--- config.mk ---
export PLATFORM = sky130hd
export DESIGN_NAME = quadrature_lut_mixer_unit
export DESIGN_NICKNAME = d
export VERILOG_FILES = /design/src/rtl/qlm_pkg.sv /design/src/rtl/qlm_mixer.sv /design/src/rtl/quadrature_lut_mixer_unit.sv
export SDC_FILE = /design/constraint.sdc
export NUM_CORES = 2
export LEC_CHECK = 0
export BUFFER_PORTS_ARGS = -buffer_cell sky130_fd_sc_hd__buf_2
export CORE_MARGIN = 2
export CORE_UTILIZATION = 65
export DETAILED_ROUTE_END_ITERATION = 6
export PLACE_DENSITY = 0.92
export SLEW_MARGIN = 0
export SYNTH_ARGS = -nofsm -noshare
export SYNTH_HDL_FRONTEND = slang
export SYNTH_SLANG_ARGS = --single-unit
--- constraint.sdc ---
create_clock -name i_clk -period 9.26 [get_ports i_clk]
set_clock_uncertainty 0.05 [all_clocks]
set_input_delay 1.852 -clock i_clk [delete_from_list [all_inputs] [get_ports i_clk]]
set_output_delay 1.852 -clock i_clk [all_outputs]
set_load 0.02 [all_outputs]
--- src/rtl/qlm_pkg.sv ---
package qlm_pkg;

    localparam int SAMPLE_BITS  = 12;
    localparam int OUTPUT_BITS  = 16;
    localparam int BAND_BITS    = 7;
    localparam int TABLE_LENGTH = 200;
    localparam int ROM_LEN      = 200;
    localparam int QUARTER      = ROM_LEN / 4;
    localparam int PH_BITS      = $clog2(TABLE_LENGTH);
    localparam int QI_BITS      = $clog2(QUARTER + 1);
    localparam int ROM_BITS     = 32;
    // cos scaled 2^30, rounded and shifted by the sample width, needs sign + 31 - SAMPLE_BITS
    localparam int LO_BITS      = ROM_BITS - SAMPLE_BITS;
    localparam int PROD_BITS    = SAMPLE_BITS + LO_BITS;
    localparam int PROD_SHIFT   = 30 - OUTPUT_BITS;

    typedef logic signed [SAMPLE_BITS-1:0] t_sample;
    typedef logic signed [LO_BITS-1:0]     t_lo;
    typedef logic signed [OUTPUT_BITS-1:0] t_mix;
    typedef logic [PH_BITS-1:0]            t_phase;

    localparam logic signed [ROM_BITS-1:0] QUARTER_ROM [QUARTER+1] = '{
        32'sh40000000, 32'sh3ff7ea5d, 32'sh3fdfab80, 32'sh3fb74988, 32'sh3f7ecea9,
        32'sh3f364928, 32'sh3eddcb58, 32'sh3e756b94, 32'sh3dfd443a, 32'sh3d7573a6,
        32'sh3cde1c27, 32'sh3c3763f9, 32'sh3b81753c, 32'sh3abc7de6, 32'sh39e8afba,
        32'sh3906403a, 32'sh3815689d, 32'sh371665ba, 32'sh360977ff, 32'sh34eee35c,
        32'sh33c6ef37, 32'sh3291e654, 32'sh315016c7, 32'sh3001d1dc, 32'sh2ea76c08,
        32'sh2d413ccd, 32'sh2bcf9eaa, 32'sh2a52ef01, 32'sh28cb8dfd, 32'sh2739de82,
        32'sh259e4609, 32'sh23f92c8f, 32'sh224afc78, 32'sh20942272, 32'sh1ed50d5d,
        32'sh1d0e2e2b, 32'sh1b3ff7c9, 32'sh196adefc, 32'sh178f5a49, 32'sh15ade1d0,
        32'sh13c6ef37, 32'sh11dafd83, 32'sh0fea88fd, 32'sh0df60f12, 32'sh0bfe0e33,
        32'sh0a0305b4, 32'sh080575af, 32'sh0605dee0, 32'sh0404c287, 32'sh0202a246,
        32'sh00000000
    };

    // Full-wave cosine from the quarter table, rounded and shifted by the sample width.
    // k is always below ROM_LEN.
    function automatic t_lo lo_value(input t_phase k);
        t_phase                       f;
        logic                         neg;
        logic signed [ROM_BITS-1:0]   c;
        f   = k;
        neg = 1'b0;
        if (f > PH_BITS'(ROM_LEN / 2)) begin
            f = PH_BITS'(ROM_LEN) - f;
        end
        if (f > PH_BITS'(QUARTER)) begin
            f   = PH_BITS'(ROM_LEN / 2) - f;
            neg = 1'b1;
        end
        c = QUARTER_ROM[f[QI_BITS-1:0]];
        if (neg) begin
            c = -c;
        end
        c = c + (32'sd1 <<< (SAMPLE_BITS - 1));
        c = c >>> SAMPLE_BITS;
        return t_lo'(c[LO_BITS-1:0]);
    endfunction

endpackage

--- src/rtl/qlm_mixer.sv ---
module qlm_mixer (
    input  qlm_pkg::t_sample i_sample,
    input  qlm_pkg::t_lo     i_lo,
    output qlm_pkg::t_mix    o_mix
);
    import qlm_pkg::*;

    localparam int SHIFTED_BITS = PROD_BITS - PROD_SHIFT;

    logic signed [PROD_BITS-1:0]    prod;
    logic signed [PROD_BITS-1:0]    rounded;
    logic signed [SHIFTED_BITS-1:0] shifted;

    localparam logic signed [SHIFTED_BITS-1:0] MAX_OUT = SHIFTED_BITS'((1 << (OUTPUT_BITS - 1)) - 1);
    localparam logic signed [SHIFTED_BITS-1:0] MIN_OUT = -SHIFTED_BITS'(1 << (OUTPUT_BITS - 1));

    always_comb begin
        prod    = PROD_BITS'(i_sample) * PROD_BITS'(i_lo);
        rounded = prod + (PROD_BITS'(1) <<< (PROD_SHIFT - 1));
        shifted = SHIFTED_BITS'(rounded >>> PROD_SHIFT);
        // only full-scale negative sample times -1.0 can overshoot
        if (shifted > MAX_OUT) begin
            o_mix = t_mix'(MAX_OUT[OUTPUT_BITS-1:0]);
        end else if (shifted < MIN_OUT) begin
            o_mix = t_mix'(MIN_OUT[OUTPUT_BITS-1:0]);
        end else begin
            o_mix = t_mix'(shifted[OUTPUT_BITS-1:0]);
        end
    end

endmodule

--- src/rtl/quadrature_lut_mixer_unit.sv ---
// An accepted input beat passes the LO lookup stage, then the multiply stage and its result register.
// Throughput: one beat per cycle while m_axis_tready is high.
// Each stage stalls on its own, so a new beat is taken while a result waits.
// Reset (i_rst_n low, synchronous) clears both stage valids, band and phase.
// A band write also clears the phase.
module quadrature_lut_mixer_unit (
    input  logic                            i_clk,
    input  logic                            i_rst_n,
    input  logic                            i_cfg_we,
    input  logic [qlm_pkg::BAND_BITS-1:0]   i_cfg_wdata,   // band
    input  logic                            s_axis_tvalid,
    output logic                            s_axis_tready,
    input  logic [15:0]                     s_axis_tdata,  // [11:0] rf_sample, rest zero
    output logic                            m_axis_tvalid,
    input  logic                            m_axis_tready,
    output logic [31:0]                     m_axis_tdata   // [15:0] in_phase, [31:16] quadrature
);
    import qlm_pkg::*;

    logic [BAND_BITS-1:0] r_band;
    t_phase               r_phase;
    t_phase               n_phase;

    logic    r_s1_valid;
    t_sample r_s1_sample;
    t_lo     r_s1_lo_i;
    t_lo     r_s1_lo_q;

    logic r_out_valid;
    t_mix r_out_i;
    t_mix r_out_q;

    logic               out_ready;
    logic               s1_ready;
    logic               in_fire;
    logic [PH_BITS:0]   step_sum;
    logic [PH_BITS:0]   q_sum;
    t_phase             q_phase;
    t_mix               mix_i;
    t_mix               mix_q;

    assign out_ready     = !r_out_valid || m_axis_tready;
    assign s1_ready      = !r_s1_valid || out_ready;
    assign s_axis_tready = s1_ready;
    assign in_fire       = s_axis_tvalid && s1_ready;

    always_comb begin
        step_sum = {1'b0, r_phase} + (PH_BITS + 1)'(r_band);
        if (step_sum >= (PH_BITS + 1)'(TABLE_LENGTH)) begin
            step_sum = step_sum - (PH_BITS + 1)'(TABLE_LENGTH);
        end
        n_phase = step_sum[PH_BITS-1:0];

        q_sum = {1'b0, r_phase} + (PH_BITS + 1)'(TABLE_LENGTH / 4);
        if (q_sum >= (PH_BITS + 1)'(TABLE_LENGTH)) begin
            q_sum = q_sum - (PH_BITS + 1)'(TABLE_LENGTH);
        end
        q_phase = q_sum[PH_BITS-1:0];
    end

    always_ff @(posedge i_clk) begin
        if (!i_rst_n) begin
            r_band  <= '0;
            r_phase <= '0;
        end else if (i_cfg_we) begin
            r_band  <= i_cfg_wdata;
            r_phase <= '0;
        end else if (in_fire) begin
            r_phase <= n_phase;
        end
    end

    // stage 1: sample and both LO values
    always_ff @(posedge i_clk) begin
        if (!i_rst_n) begin
            r_s1_valid <= 1'b0;
        end else if (s1_ready) begin
            r_s1_valid <= s_axis_tvalid;
        end
    end

    always_ff @(posedge i_clk) begin
        if (in_fire) begin
            r_s1_sample <= t_sample'(s_axis_tdata[SAMPLE_BITS-1:0]);
            r_s1_lo_i   <= lo_value(r_phase);
            r_s1_lo_q   <= lo_value(q_phase);
        end
    end

    qlm_mixer u_mix_i (
        .i_sample (r_s1_sample),
        .i_lo     (r_s1_lo_i),
        .o_mix    (mix_i)
    );

    qlm_mixer u_mix_q (
        .i_sample (r_s1_sample),
        .i_lo     (r_s1_lo_q),
        .o_mix    (mix_q)
    );

    // stage 2: result register
    always_ff @(posedge i_clk) begin
        if (!i_rst_n) begin
            r_out_valid <= 1'b0;
        end else if (out_ready) begin
            r_out_valid <= r_s1_valid;
        end
    end

    always_ff @(posedge i_clk) begin
        if (out_ready && r_s1_valid) begin
            r_out_i <= mix_i;
            r_out_q <= mix_q;
        end
    end

    assign m_axis_tvalid = r_out_valid;
    assign m_axis_tdata  = {r_out_q, r_out_i};

endmodule

==> flow_summary_export.csv <==
group,metric,value,unit
status,status,"finished with violations",
status,violations,"design-rule violations",
route,vias,23200,
die,coreArea,40600,sq um
synthesis,synth_top_family_by_area,"adder cells",
route,first_pass_iters,7,
final_layout,area_growth,3.75,%
global_routing,gr-total-overflow,0,
route,drc_errors,3,
route,wirelength,74.7,mm
timing,rsz0062_at_grt,"false",
timing,maxSlewViolCount,0,
synthesis,synth_fp_nets,3761,
final_layout,final_util,0.681,
synthesis,ys_warn_count,0,
final_layout,nFillCells,2992,
final_layout,final_nets,3707,
worst_setup_path,path_max_fanout,25,
global_routing,antenna_found_initial,0,
die,num_rows,74,
route,wl_per_cell,20.7,um
timing,relSlewSlack,0.203,
worst_setup_path,slowest_stage,"edfxtp_1",
timing,tightest_slew,1190,ps
hold_path,min_path_type,"reg -> reg",
route,postRouteAntennaNets,0,
synthesis,ys_seq_area_frac,0.107,
global_routing,grt_usage,0.367,
flow_run,timing.max_cap.violations,0,
cts,clk_pin_slew,80,ps
global_routing,grt_first_pass_wirelength,124,mm
cts,cts_setup_buffers,0,
die,dieWidth,207,um
synthesis,synth_compound_area_frac,0.150,
cts,post_cts_resized,0,
timing,setup-tns-final,0,ps
timing,max_freq,117,MHz
worst_setup_path,worst-setup-path-type,"reg -> reg",
synthesis,ys.flop_type,"edfxtp_1",
timing,hold_viol,0,
cts,cts_buffers,9,
synthesis,synth_edf_count,84,
global_routing,grt_pass1_vias,24800,
final_layout,final_cell_mix,"inv_1, fa_1, nand2_1, ha_1, and2_1",
cts,htreeDepth,3,
die,initial_core_util,0.657,
synthesis,muxShareOfSynthArea,0.0159,
route,drt_iter0_drc,2281,
cts,cts_tree,"built",
route,via_per_inst,6.42,
synthesis,async_flop_share,0,
synthesis,syn_area,26700,sq um
timing,fin_ws,739,ps
placement,port-buffer-count,57,
worst_setup_path,start_kind,"flop",
timing,min_period_over_period,0.920,
synthesis,synth.distinct_cells,104,
cts,cts_hold_buf,0,
final_layout,antenna_cells,0,
cts,clock_path_buffers,2,
synthesis,synth_xor_area_frac,0.0467,
timing,holdWs,486,ps
worst_setup_path,crit_required,9290,ps
timing,min_period,8520,ps
placement,globalplace.congestion,0.983,
placement,dp.final_hpwl,56.2,mm
synthesis,ys_seq_elements,101,
synthesis,netlist_instances,3126,
cts,cts-root-buf,"clkbuf_16",
final_layout,final_common_cell,"inv_1",
synthesis,yosys.area_share.simple,0.177,
die,die_height,207,um
final_layout,layout-drive-gt1-share,0.0647,
synthesis,synth-adder-area-share,0.407,
die,ios,62,
cts,insertion_delay,390,ps
global_routing,grt_max_degree,67,
worst_setup_path,worstPathArrival,8550,ps
synthesis,avgSynthCellArea,8.54,sq um
worst_setup_path,max_stage_delay,880,ps
worst_setup_path,crit_top_cell,"a21o_1",
placement,dpl_worst_slack,957,ps
cts,cts_sinks,101,
worst_setup_path,worst-r2r-setup-slack,740,ps
die,die_area,42700,sq um
worst_setup_path,critPathCaptureType,"flop",
timing,setup_viol,0,
[layout make-up]
class | count | area [sq um] | share of cell area
Timing Repair Buffer | 127 | 811 | 0.0293
Inverter | 477 | 1790 | 0.0647
Clock inverter | 5 | 42.5 | 0.00154
Multi-Input combinational cell | 2356 | 21300 | 0.769
Clock buffer | 10 | 229 | 0.00827
Sequential cell | 101 | 2860 | 0.103
Tap cell | 532 | 666 | 0.0240
[cells by family after synthesis]
kind of cell,after synthesis
and+or+nand+nor,996
buffers and inverters,669
adders and majority gates,608
AOI/OAI and AO/OA,574
xor gates and xnor gates,138
DFF,101
muxes,40
[final timing paths]
path | start | endpoint | cells after the start
max | r_s1_sample[1] | r_out_q[8] | 28
min | r_band[6] | r_band[6] | 2
max reg2reg | r_s1_sample[1] | r_out_q[8] | 28
min reg2reg | r_band[6] | r_band[6] | 2
[layer usage]
metal  vias up  routed length, um  GRT usage
met3       339               6500     0.0626
li1      10100                  -          -
met2      1324              36200      0.612
met4         0               4000      0.198
met1     11400              28000      0.456
met5         -                  0          0
[cells in the mapped netlist, types with 10 or more instances]
| master | instances | area (sq um) |
|---|---|---|
| inv_1 | 476 | 1790 |
| fa_1 | 433 | 8670 |
| nand2_1 | 429 | 1610 |
| ha_1 | 174 | 2180 |
| clkbuf_1 | 148 | 556 |
| and2_1 | 147 | 920 |
| nor2_1 | 144 | 541 |
| a21oi_1 | 115 | 576 |
| o21ai_0 | 112 | 561 |
| xnor2_1 | 102 | 893 |
| edfxtp_1 | 84 | 2520 |
| nand3_1 | 56 | 280 |
| nand2b_1 | 54 | 338 |
| nor3_1 | 50 | 250 |
| a31oi_1 | 39 | 244 |
| a21o_1 | 35 | 263 |
| mux2i_1 | 31 | 310 |
| xor2_1 | 31 | 272 |
| a211oi_1 | 28 | 210 |
| nor2b_1 | 23 | 144 |
| buf_2 | 20 | 100 |
| o31ai_1 | 18 | 135 |
| dfxtp_1 | 17 | 340 |
| o211ai_1 | 17 | 128 |
| buf_1 | 16 | 60.1 |
| nor4_1 | 16 | 100 |
| o2111ai_1 | 16 | 140 |
| and3_1 | 15 | 93.8 |
| o22ai_1 | 14 | 87.6 |
| or3_1 | 14 | 87.6 |
| o21a_1 | 12 | 90.1 |
| a22oi_1 | 11 | 82.6 |
| nand4_1 | 11 | 68.8 |
| a211o_1 | 10 | 87.6 |
| a221oi_1 | 10 | 87.6 |
| o21bai_1 | 10 | 75.1 |
| o221ai_1 | 10 | 87.6 |
[critical path: cells and delay by family, from the launching register on]
family	cells	cell delay (ps)
AOI/OAI and AO/OA	15	4000
adders and majority gates	6	2300
DFF	1	880
buffers and inverters	4	570
and+or+nand+nor	3	400
[sequential cells by signal, summed over array words and instances, names as in the netlist]
name / count
r_out_q: 16
r_band: 7
r_s1_valid: 1
r_s1_lo_q: 20
r_s1_lo_i: 20
r_s1_sample: 12
r_out_i: 16
r_phase: 8
m_axis_tvalid: 1
[per-stage QoR]
stage          instances  cell area [sq um]
3_3_place_gp        3593              27400
2_1_floorplan       3126              26700
5_1_grt             3608              27700
6_report            3608              27700
4_1_cts             3608              27700
3_5_place_dp        3593              27400
Power is not shown: default switching activity piles up to over one toggle a cycle in this logic, so the estimate is an artifact.
